===== src/rtl/core/cps_pkg.sv =====
// Shared types, codes and sizes for the convex polygon scanline span block.
// Used by cps_div, cps_sort and the top level in rtl/core; depends on nothing.
package cps_pkg;

  // vertex list
  localparam int MAX_VERTICES = 8;
  localparam int VERT_AW      = 3;
  localparam int CNT_W        = 4;

  // crossing list
  localparam int MAX_CROSS    = 8;

  // pixel coordinates, signed
  localparam int PIX_W        = 13;
  localparam logic [PIX_W-1:0] PIX_BIAS = 13'd2048;

  // shared multiplier and iterative divider
  localparam int MUL_A_W      = 19;
  localparam int MUL_B_W      = 18;
  localparam int PROD_W       = 37;
  localparam int NUM_W        = 38;
  localparam int QUO_BITS     = 13;
  localparam int REM_W        = 36;
  localparam int DIV_W        = 22;
  localparam int STEP_W       = 4;

  // input item modes
  localparam logic [1:0] MODE_CLEAR  = 2'd0;
  localparam logic [1:0] MODE_APPEND = 2'd1;
  localparam logic [1:0] MODE_QUERY  = 2'd2;
  // unused mode: answered like a clear, state untouched
  localparam logic [1:0] MODE_NOP    = 2'd3;

  typedef enum logic [3:0] {
    ST_IDLE,
    ST_RESP,
    ST_FIRST,
    ST_EDGE,
    ST_TEST,
    ST_MUL1,
    ST_MUL2,
    ST_SUM,
    ST_PREP,
    ST_DIV,
    ST_INS,
    ST_NEXT,
    ST_EMIT
  } state_t;

  typedef struct packed {
    logic clear;
    logic insert;
    logic pop_pair;
  } sort_ctrl_t;

endpackage


===== src/rtl/core/cps_ram.sv =====
// Generic single-write, single-read RAM with registered read data.
// Stand-alone; used for the vertex store.
module cps_ram #(
  parameter int WIDTH = 32,
  parameter int DEPTH = 8
) (
  input  logic                     clk,
  input  logic                     we,
  input  logic [$clog2(DEPTH)-1:0] waddr,
  input  logic [WIDTH-1:0]         wdata,
  input  logic [$clog2(DEPTH)-1:0] raddr,
  output logic [WIDTH-1:0]         rdata
);

  logic [WIDTH-1:0] mem [DEPTH];

  // write port and registered read port
  always_ff @(posedge clk) begin
    if (we) begin
      mem[waddr] <= wdata;
    end
    rdata <= mem[raddr];
  end

endmodule


===== src/rtl/core/cps_div.sv =====
// Restoring divider, one quotient bit per cycle, for a quotient known to fit
// in QUO_BITS unsigned bits. Depends on cps_pkg.
module cps_div (
  input  logic                        clk,
  input  logic                        rst,
  input  logic                        start,
  input  logic [cps_pkg::REM_W-1:0]   dividend,
  input  logic [cps_pkg::DIV_W-1:0]   divisor,
  output logic                        done,
  output logic [cps_pkg::QUO_BITS-1:0] quotient
);

  logic                         busy;
  logic [cps_pkg::STEP_W-1:0]   step;
  logic [cps_pkg::REM_W-1:0]    rem;
  logic [cps_pkg::REM_W-1:0]    dsh;
  logic                         fits;

  assign fits = (rem >= dsh);

  // control: count the quotient bits
  always_ff @(posedge clk) begin
    if (rst) begin
      busy <= 1'b0;
      done <= 1'b0;
      step <= '0;
    end else begin
      done <= 1'b0;
      if (start) begin
        busy <= 1'b1;
        step <= cps_pkg::STEP_W'(cps_pkg::QUO_BITS - 1);
      end else if (busy) begin
        if (step == '0) begin
          busy <= 1'b0;
          done <= 1'b1;
        end else begin
          step <= step - 1'b1;
        end
      end
    end
  end

  // datapath: compare, subtract, shift
  always_ff @(posedge clk) begin
    if (start) begin
      rem      <= dividend;
      dsh      <= cps_pkg::REM_W'({divisor, {(cps_pkg::QUO_BITS-1){1'b0}}});
      quotient <= '0;
    end else if (busy) begin
      if (fits) begin
        rem <= rem - dsh;
      end
      quotient <= {quotient[cps_pkg::QUO_BITS-2:0], fits};
      dsh      <= dsh >> 1;
    end
  end

endmodule


===== src/rtl/core/cps_sort.sv =====
// Sorted crossing list: a row of cells that inserts one value per cycle in
// ascending order and pops the two smallest. Depends on cps_pkg.
module cps_sort (
  input  logic                              clk,
  input  logic                              rst,
  input  cps_pkg::sort_ctrl_t               ctrl,
  input  logic signed [cps_pkg::PIX_W-1:0]  din,
  output logic signed [cps_pkg::PIX_W-1:0]  head0,
  output logic signed [cps_pkg::PIX_W-1:0]  head1,
  output logic [cps_pkg::CNT_W-1:0]         count
);

  logic signed [cps_pkg::PIX_W-1:0] val [cps_pkg::MAX_CROSS];
  logic [cps_pkg::MAX_CROSS-1:0]    gt;

  assign head0 = val[0];
  assign head1 = val[1];

  // cells holding a value above the new one move up
  always_comb begin
    for (int j = 0; j < cps_pkg::MAX_CROSS; j++) begin
      gt[j] = (cps_pkg::CNT_W'(j) < count) && (val[j] > din);
    end
  end

  always_ff @(posedge clk) begin
    if (rst) begin
      count <= '0;
    end else if (ctrl.clear) begin
      count <= '0;
    end else if (ctrl.insert) begin
      count <= count + 1'b1;
    end else if (ctrl.pop_pair) begin
      count <= count - 2'd2;
    end
  end

  // insert in order, or shift down by two
  always_ff @(posedge clk) begin
    for (int j = 0; j < cps_pkg::MAX_CROSS; j++) begin
      if (ctrl.insert) begin
        if (gt[j] || (cps_pkg::CNT_W'(j) == count)) begin
          if (j > 0 && gt[(j > 0) ? j - 1 : 0]) begin
            val[j] <= val[(j > 0) ? j - 1 : 0];
          end else begin
            val[j] <= din;
          end
        end
      end else if (ctrl.pop_pair && (j + 2 < cps_pkg::MAX_CROSS)) begin
        val[j] <= val[(j + 2 < cps_pkg::MAX_CROSS) ? j + 2 : j];
      end
    end
  end

endmodule


===== src/rtl/core/convex_polygon_scanline_spans.sv =====
// Top level of the polygon scanline span block: sequencer, edge datapath with
// one shared multiplier, the iterative divider and the sorted crossing list.
// Depends on cps_pkg, cps_ram, cps_div and cps_sort.
//
// Clear (mode 0) and append (mode 1) each give one result. A row query
// (mode 2) reads the vertex list from a RAM one vertex per edge and walks
// the closed edges in order; an edge that crosses the row centre makes two
// passes through the shared multiplier, then waits on the one-bit-per-cycle
// divider, then is inserted into the sorted list, while an edge that misses
// it skips those steps. The divider dominates the time of a query. The
// input is not ready while a query runs; a finished result waits in the
// output register and does not hold up the next input transfer.
module convex_polygon_scanline_spans (
  input  logic        clk,
  input  logic        rst,
  input  logic        s_tvalid,
  output logic        s_tready,
  input  logic [47:0] s_tdata,  // vertex_x[15:0], vertex_y[31:16], row[44:32], zero
  input  logic [1:0]  s_tuser,  // mode[1:0]
  output logic        m_tvalid,
  input  logic        m_tready,
  output logic [55:0] m_tdata,  // first_row, final_row, span_start, span_end, zero
  output logic [1:0]  m_tuser,  // span_valid[0], overflow[1]
  output logic        m_tlast   // last_result
);

  localparam int PW = cps_pkg::PIX_W;

  cps_pkg::state_t state, state_next;

  // input fields
  logic [1:0]          in_mode;
  logic signed [15:0]  in_x, in_y;
  logic signed [PW-1:0] in_row;
  logic                s_xfer;

  assign in_mode = s_tuser;
  assign in_x    = s_tdata[15:0];
  assign in_y    = s_tdata[31:16];
  assign in_row  = s_tdata[44:32];
  assign s_xfer  = s_tvalid && s_tready;

  // polygon state
  logic [cps_pkg::CNT_W-1:0] vcount;
  logic signed [15:0]        min_y, max_y;
  logic                      ovf;

  // edge datapath registers
  logic signed [17:0]               yc2;
  logic signed [15:0]               ax, ay, bx, by, fx, fy;
  logic [cps_pkg::CNT_W-1:0]        edge_i;
  logic signed [cps_pkg::PROD_W-1:0] prod, acc;
  logic signed [cps_pkg::NUM_W-1:0]  num;
  logic [16:0]                      absdy;

  // combinational edge terms
  logic signed [16:0] ay2, by2;
  logic signed [17:0] dy2;
  logic signed [18:0] tt;
  logic signed [16:0] dx;
  logic               crosses;
  logic signed [cps_pkg::MUL_A_W-1:0] mul_a;
  logic signed [cps_pkg::MUL_B_W-1:0] mul_b;
  logic signed [cps_pkg::NUM_W-1:0]   sum;
  logic [38:0]                        nbias;
  logic [cps_pkg::CNT_W-1:0]          edge_p1, edge_p2;
  logic                               wrap;

  // memory and units
  logic                          ram_we;
  logic [cps_pkg::VERT_AW-1:0]   ram_raddr;
  logic [31:0]                   ram_rdata;
  logic                          div_start, div_done;
  logic [cps_pkg::QUO_BITS-1:0]  div_q;
  logic signed [PW-1:0]          xpix;
  cps_pkg::sort_ctrl_t           sctrl;
  logic signed [PW-1:0]          head0, head1;
  logic [cps_pkg::CNT_W-1:0]     scount;

  // output register
  logic                 out_free, out_load;
  logic signed [PW-1:0] o_first, o_final, o_start, o_end;
  logic                 o_valid, o_last, o_ovf;
  logic signed [PW-1:0] cur_first, cur_final;
  logic signed [16:0]   max_up;
  logic                 emit_done;

  assign ay2     = {ay, 1'b0};
  assign by2     = {by, 1'b0};
  assign dy2     = 18'(by2) - 18'(ay2);
  assign tt      = 19'(yc2) - 19'(ay2);
  assign dx      = 17'(bx) - 17'(ax);
  assign crosses = ((18'(ay2) <= yc2) && (18'(by2) > yc2)) ||
                   ((18'(by2) <= yc2) && (18'(ay2) > yc2));
  assign edge_p1 = edge_i + 1'b1;
  assign edge_p2 = edge_i + 2'd2;
  assign wrap    = (edge_p1 == vcount);

  // shared multiplier operands: x * dy first, then t * dx
  assign mul_a = (state == cps_pkg::ST_MUL1) ? 19'(ax) : tt;
  assign mul_b = (state == cps_pkg::ST_MUL1) ? dy2 : 18'(dx);

  // numerator, sign folded so the denominator is positive
  assign sum   = 38'(acc) + 38'(prod);
  // biased dividend 2*num + den + 4096*den with den = |dy| * 16
  assign nbias = {num, 1'b0} + 39'({absdy, 16'b0}) + 39'({absdy, 4'b0});
  assign xpix  = div_q - cps_pkg::PIX_BIAS;

  // row range of the current list
  assign max_up    = 17'(max_y) + 17'sd15;
  assign cur_first = (vcount == '0) ? '0 : {min_y[15], min_y[15:4]};
  assign cur_final = (vcount == '0) ? '0 : max_up[16:4];

  assign out_free  = !m_tvalid || m_tready;
  assign emit_done = out_free && (scount < 4'd4);

  cps_ram #(
    .WIDTH (32),
    .DEPTH (cps_pkg::MAX_VERTICES)
  ) u_vram (
    .clk   (clk),
    .we    (ram_we),
    .waddr (vcount[cps_pkg::VERT_AW-1:0]),
    .wdata ({in_y, in_x}),
    .raddr (ram_raddr),
    .rdata (ram_rdata)
  );

  cps_div u_div (
    .clk      (clk),
    .rst      (rst),
    .start    (div_start),
    .dividend (nbias[cps_pkg::REM_W-1:0]),
    .divisor  ({absdy, 5'b0}),
    .done     (div_done),
    .quotient (div_q)
  );

  cps_sort u_sort (
    .clk   (clk),
    .rst   (rst),
    .ctrl  (sctrl),
    .din   (xpix),
    .head0 (head0),
    .head1 (head1),
    .count (scount)
  );

  // next state
  always_comb begin
    state_next = state;
    unique case (state)
      cps_pkg::ST_IDLE: begin
        if (s_xfer) begin
          if (in_mode == cps_pkg::MODE_QUERY) begin
            state_next = (vcount < 4'd2) ? cps_pkg::ST_EMIT : cps_pkg::ST_FIRST;
          end else begin
            state_next = cps_pkg::ST_RESP;
          end
        end
      end
      cps_pkg::ST_RESP:  if (out_free) state_next = cps_pkg::ST_IDLE;
      cps_pkg::ST_FIRST: state_next = cps_pkg::ST_EDGE;
      cps_pkg::ST_EDGE:  state_next = cps_pkg::ST_TEST;
      cps_pkg::ST_TEST:  state_next = crosses ? cps_pkg::ST_MUL1 : cps_pkg::ST_NEXT;
      cps_pkg::ST_MUL1:  state_next = cps_pkg::ST_MUL2;
      cps_pkg::ST_MUL2:  state_next = cps_pkg::ST_SUM;
      cps_pkg::ST_SUM:   state_next = cps_pkg::ST_PREP;
      cps_pkg::ST_PREP:  state_next = cps_pkg::ST_DIV;
      cps_pkg::ST_DIV:   if (div_done) state_next = cps_pkg::ST_INS;
      cps_pkg::ST_INS:   state_next = cps_pkg::ST_NEXT;
      cps_pkg::ST_NEXT: begin
        if (wrap || (scount == 4'(cps_pkg::MAX_CROSS))) begin
          state_next = cps_pkg::ST_EMIT;
        end else begin
          state_next = cps_pkg::ST_EDGE;
        end
      end
      cps_pkg::ST_EMIT:  if (emit_done) state_next = cps_pkg::ST_IDLE;
      default:           state_next = cps_pkg::ST_IDLE;
    endcase
  end

  // control outputs
  always_comb begin
    s_tready     = 1'b0;
    ram_we       = 1'b0;
    ram_raddr    = '0;
    div_start    = 1'b0;
    sctrl        = '0;
    out_load     = 1'b0;
    o_start      = '0;
    o_end        = '0;
    o_valid      = 1'b0;
    o_ovf        = 1'b0;
    unique case (state)
      cps_pkg::ST_IDLE: begin
        s_tready    = 1'b1;
        ram_we      = s_xfer && (in_mode == cps_pkg::MODE_APPEND) &&
                      (vcount < 4'(cps_pkg::MAX_VERTICES));
        sctrl.clear = s_xfer;
      end
      cps_pkg::ST_RESP: begin
        out_load = out_free;
        o_ovf    = ovf;
      end
      cps_pkg::ST_FIRST: ram_raddr = 3'd1;
      cps_pkg::ST_PREP:  div_start = 1'b1;
      cps_pkg::ST_INS:   sctrl.insert = 1'b1;
      cps_pkg::ST_NEXT:  ram_raddr = edge_p2[cps_pkg::VERT_AW-1:0];
      cps_pkg::ST_EMIT: begin
        out_load = out_free;
        if (scount >= 4'd2) begin
          o_start        = head0;
          o_end          = head1;
          o_valid        = 1'b1;
          sctrl.pop_pair = out_free;
        end
      end
      default: begin
      end
    endcase
  end

  // sequencer and polygon state
  always_ff @(posedge clk) begin
    if (rst) begin
      state  <= cps_pkg::ST_IDLE;
      vcount <= '0;
      min_y  <= '0;
      max_y  <= '0;
      ovf    <= 1'b0;
    end else begin
      state <= state_next;
      if (s_xfer) begin
        ovf <= 1'b0;
        if (in_mode == cps_pkg::MODE_CLEAR) begin
          vcount <= '0;
          min_y  <= '0;
          max_y  <= '0;
        end else if (in_mode == cps_pkg::MODE_APPEND) begin
          if (vcount >= 4'(cps_pkg::MAX_VERTICES)) begin
            ovf <= 1'b1;
          end else begin
            vcount <= vcount + 1'b1;
            if (vcount == '0 || in_y < min_y) min_y <= in_y;
            if (vcount == '0 || in_y > max_y) max_y <= in_y;
          end
        end
      end
    end
  end

  // edge datapath
  always_ff @(posedge clk) begin
    if (s_xfer) begin
      yc2    <= {in_row, 1'b1, 4'b0};
      edge_i <= '0;
    end
    unique case (state)
      cps_pkg::ST_FIRST: begin
        ax <= ram_rdata[15:0];
        ay <= ram_rdata[31:16];
        fx <= ram_rdata[15:0];
        fy <= ram_rdata[31:16];
      end
      cps_pkg::ST_EDGE: begin
        bx <= wrap ? fx : ram_rdata[15:0];
        by <= wrap ? fy : ram_rdata[31:16];
      end
      cps_pkg::ST_MUL1: prod <= 37'(mul_a) * 37'(mul_b);
      cps_pkg::ST_MUL2: begin
        acc  <= prod;
        prod <= 37'(mul_a) * 37'(mul_b);
      end
      cps_pkg::ST_SUM: begin
        num   <= dy2[17] ? -sum : sum;
        absdy <= dy2[17] ? 17'(-dy2) : 17'(dy2);
      end
      cps_pkg::ST_NEXT: begin
        ax     <= bx;
        ay     <= by;
        edge_i <= edge_p1;
      end
      default: begin
      end
    endcase
  end

  // output register
  always_ff @(posedge clk) begin
    if (rst) begin
      m_tvalid <= 1'b0;
    end else if (out_load) begin
      m_tvalid <= 1'b1;
    end else if (m_tready) begin
      m_tvalid <= 1'b0;
    end
  end

  always_ff @(posedge clk) begin
    if (out_load) begin
      m_tdata <= {4'b0, o_end, o_start, cur_final, cur_first};
      m_tuser <= {o_ovf, o_valid};
      m_tlast <= (state == cps_pkg::ST_RESP) || (scount < 4'd4);
    end
  end

  // checks
  a_vcount_max: assert property (@(posedge clk) disable iff (rst)
    vcount <= 4'(cps_pkg::MAX_VERTICES))
    else $error("vertex count beyond list size");

  a_scount_max: assert property (@(posedge clk) disable iff (rst)
    scount <= 4'(cps_pkg::MAX_CROSS))
    else $error("crossing count beyond list size");

  a_empty_last: assert property (@(posedge clk) disable iff (rst)
    m_tvalid && !m_tuser[0] |-> m_tlast)
    else $error("result without a span is not the last one");

  a_ovf_nospan: assert property (@(posedge clk) disable iff (rst)
    m_tvalid && m_tuser[1] |-> !m_tuser[0])
    else $error("overflow result carries a span");

endmodule


===== config.mk =====
export PLATFORM = sky130hd
export DESIGN_NAME = convex_polygon_scanline_spans
export DESIGN_NICKNAME = d
export VERILOG_FILES = /design/src/rtl/core/cps_pkg.sv /design/src/rtl/core/cps_ram.sv /design/src/rtl/core/cps_div.sv /design/src/rtl/core/cps_sort.sv /design/src/rtl/core/convex_polygon_scanline_spans.sv
export SDC_FILE = /design/constraint.sdc
export NUM_CORES = 2
export LEC_CHECK = 0
export BUFFER_PORTS_ARGS = -buffer_cell sky130_fd_sc_hd__buf_2
export CORE_AREA = 2 2 438 440
export DETAILED_ROUTE_END_ITERATION = 8
export DIE_AREA = 0 0 440 442
export PLACE_DENSITY = 0.49
export SLEW_MARGIN = 20
export SYNTH_ARGS = -nofsm -noshare
export SYNTH_HDL_FRONTEND = slang
export SYNTH_HIERARCHICAL = 1
export SYNTH_SLANG_ARGS = --single-unit

===== constraint.sdc =====
create_clock -name clk -period 11.8 [get_ports clk]
set_input_delay 2.36 -clock clk [delete_from_list [all_inputs] [get_ports clk]]
set_output_delay 2.36 -clock clk [all_outputs]
set_load 0.03 [all_outputs]

==> metrics.txt <==
cts bufs inserted=93; Post-Layout Inst Area=63290 µm²; Slowest-stage cell, CP=a221o_1; Final Wtd Congestion=0.8582; clock sink count=815; highest metal used=met5; largest net degree at the start of global routing=104; CTS tree=built; Synth-to-Final Area Change=11.58%; top cells by area, synth=edfxtp_1 37%, fa_1 12%, ha_1 9.4%; Final min period=10270 ps; Setup TNS=0 ps; Crit path arrival time=10730 ps; # port buffers=107; critical path launch point type=flip-flop; Row Count=160; final hold vios=0; Mapped Cells=5158; post_cts resized=0; Synth top area share=37.38%; drt total wl=150.0 mm; vias=37730; placed inst area=60120 µm²; CP most frequent cell=fa_1; core area=189600 µm²; Post-synth EDFFs=706; CTS Buffer Depth=3; Synth async-reset ratio=0%; die area=194500 µm²; post-route ant nets=0; Fmax=0.09735 GHz; Seq/Total Area, Yosys=41.22%; die span in x=440 µm; Starting Density=29.92%; nature of the critical path endpoint=flip-flop; Synth Area per Inst=11.00 µm²; worst clock skew=74.24 ps; mapped cell area=56720 µm²; synth warn=6; routed vias/inst=4.815; IO Count=115; Slew HR=27.13%; Worst Path Required=12260 ps; slowest stage delay, CP=670 ps; Chip Height=442 µm; Total Nets Final=6066; Hold-fix buffers, CTS=0; CP Max Fanout=14; status=completed; # Post-CTS Setup Buffers=0; Worst-Skew Late Latency=750 ps; Final setup viols=0; H-tree depth=3; post-synth cell types=115; post-DP HPWL=111.9 mm; initial antenna violation count=10; Tightest Pin Transition=1093 ps; Clock Pin Slew Worst Setup and Hold Paths=60 ps; DRT iter0 DRCs=2467; dominant cell by count in the synthesized netlist=edfxtp_1; Max Cap Viol=0; Total Routing Usage GR=15.40%; vias in the first global route=38770; ys flop type=edfxtp_1; Slew Viols, Final=0; share of post-route cells with drive strength above 1=10.55%; fill count=19090; Hold Crit Class=reg -> reg; WL met3=5.195 mm; Root Driver=clkbuf_16; first-pass GRT wire length=232.8 mm; Routed WL per cell=19.14 µm; RSZ-0062 raised after global routing=false; DR DRC count=0; Synth top cells by count=706 x edfxtp_1, 641 x nand2_1, 589 x inv_1; #FFs+latches synth=815; Metal-1 WL=69.53 mm; Worst Path Class, Setup=reg -> reg; Initial DRT Pass Iterations=6; cell taking the most area after synthesis=edfxtp_1; Tcrit/Tclk final=87.05%; GRT Residual Overflow=0; met2 WL post-DR=71.36 mm
area by class of cell:
cell class / instances / area [µm²] / area share (%)
Inverter: 591 / 2218 / 3.505
Multi-Input combinational cell: 3563 / 30290 / 47.85
Antenna cell: 1 / 2.502 / 0.003954
Timing Repair Buffer: 182 / 1102 / 1.742
Clock buffer: 131 / 2643 / 4.175
Clock inverter: 43 / 510.5 / 0.8066
Tap cell: 2511 / 3142 / 4.964
Sequential cell: 815 / 23380 / 36.95
placed cells by master (no fill, tap or decap), types with 17 or more instances in the layout:
| cell type | count |
|---|---|
| edfxtp_1 | 706 |
| nand2_1 | 640 |
| inv_1 | 588 |
| ha_1 | 426 |
| fa_1 | 340 |
| nor2_1 | 322 |
| a21oi_1 | 219 |
| o21ai_0 | 180 |
| xnor2_1 | 156 |
| dfxtp_1 | 108 |
| buf_2 | 107 |
| nand3_1 | 101 |
| clkbuf_16 | 95 |
| a21o_1 | 94 |
| mux2i_1 | 76 |
| mux2_2 | 75 |
| buf_4 | 74 |
| xor2_1 | 73 |
| and2_1 | 68 |
| nor2b_1 | 58 |
| nor3_1 | 47 |
| nand2b_1 | 42 |
| nand4_1 | 42 |
| a31oi_1 | 41 |
| o21ai_1 | 40 |
| mux4_1 | 40 |
| o21a_1 | 33 |
| mux2_4 | 30 |
| o211ai_1 | 29 |
| and3_1 | 27 |
| mux4_2 | 24 |
| clkbuf_1 | 23 |
| o21bai_1 | 21 |
| a211oi_1 | 19 |
| or2_2 | 17 |
| or3_1 | 17 |
| clkinv_2 | 17 |
metrics by stage:
step           hold WS (ps)  setup WS (ps)  utilization [%]  cells
2_1_floorplan         424.5           2777                -   5169
3_3_place_gp          437.5           1591            31.71   7661
3_5_place_dp          441.8           1588            31.71   7661
4_1_cts               457.8           1534            33.37   7835
5_1_grt               470.5          831.4            33.38   7837
6_report              459.2           1528            33.38   7837
critical path: cells and delay by family, from the launching register on:
family,cells,cell delay (ps)
AO/OA/AOI/OAI,16,4500
adder cells (fa/ha/maj),9,4150
AND/OR/NAND/NOR,4,550
flip-flops,1,540
buffers and inverters,3,140
XOR/XNOR,1,90
logic make-up after synthesis:
kind of cell / Yosys count / share of synthesized area, %
buf+inv: 791 / 5.733
other cells: 1 / 0.006611
fa+ha+maj: 766 / 21.40
compound gates: 846 / 9.768
mux: 254 / 6.604
xor+xnor: 229 / 3.536
simple gates: 1456 / 11.73
flops: 815 / 41.22
sequential cells by signal, indices dropped and copies added (netlist names), 16 cells and up:
signal,cells
ax,16
absdy,16
fy,16
u_vram/rdata,32
num,35
min_y,16
u_div/rem,36
m_tdata,51
bx,16
by,16
u_vram/mem,256
u_div/dsh,34
fx,16
prod,35
u_sort/val,104
ay,16
max_y,16
acc,35
metal layers:
layer  track usage, %  up-vias
li1                 -    18130
met1            20.92    18740
met5                0        -
met2            25.67      663
met3            1.919      187
met4            4.322       16
worst paths after layout:
kind                                  startpoint                 end  slack (ps)  depth (start not counted)
worst max-delay path             ax[0]$_DFFE_PP_  prod[33]$_DFFE_PP_        1530                         33
worst min-delay path            ovf$_SDFFE_PP0P_    ovf$_SDFFE_PP0P_         460                          2
worst max register to register   ax[0]$_DFFE_PP_  prod[33]$_DFFE_PP_        1530                         33
worst min register to register  ovf$_SDFFE_PP0P_    ovf$_SDFFE_PP0P_         460                          2
Power is left out: the tool's default activity adds up to more than one toggle a clock period on the data nets, which glitch-free logic cannot reach.
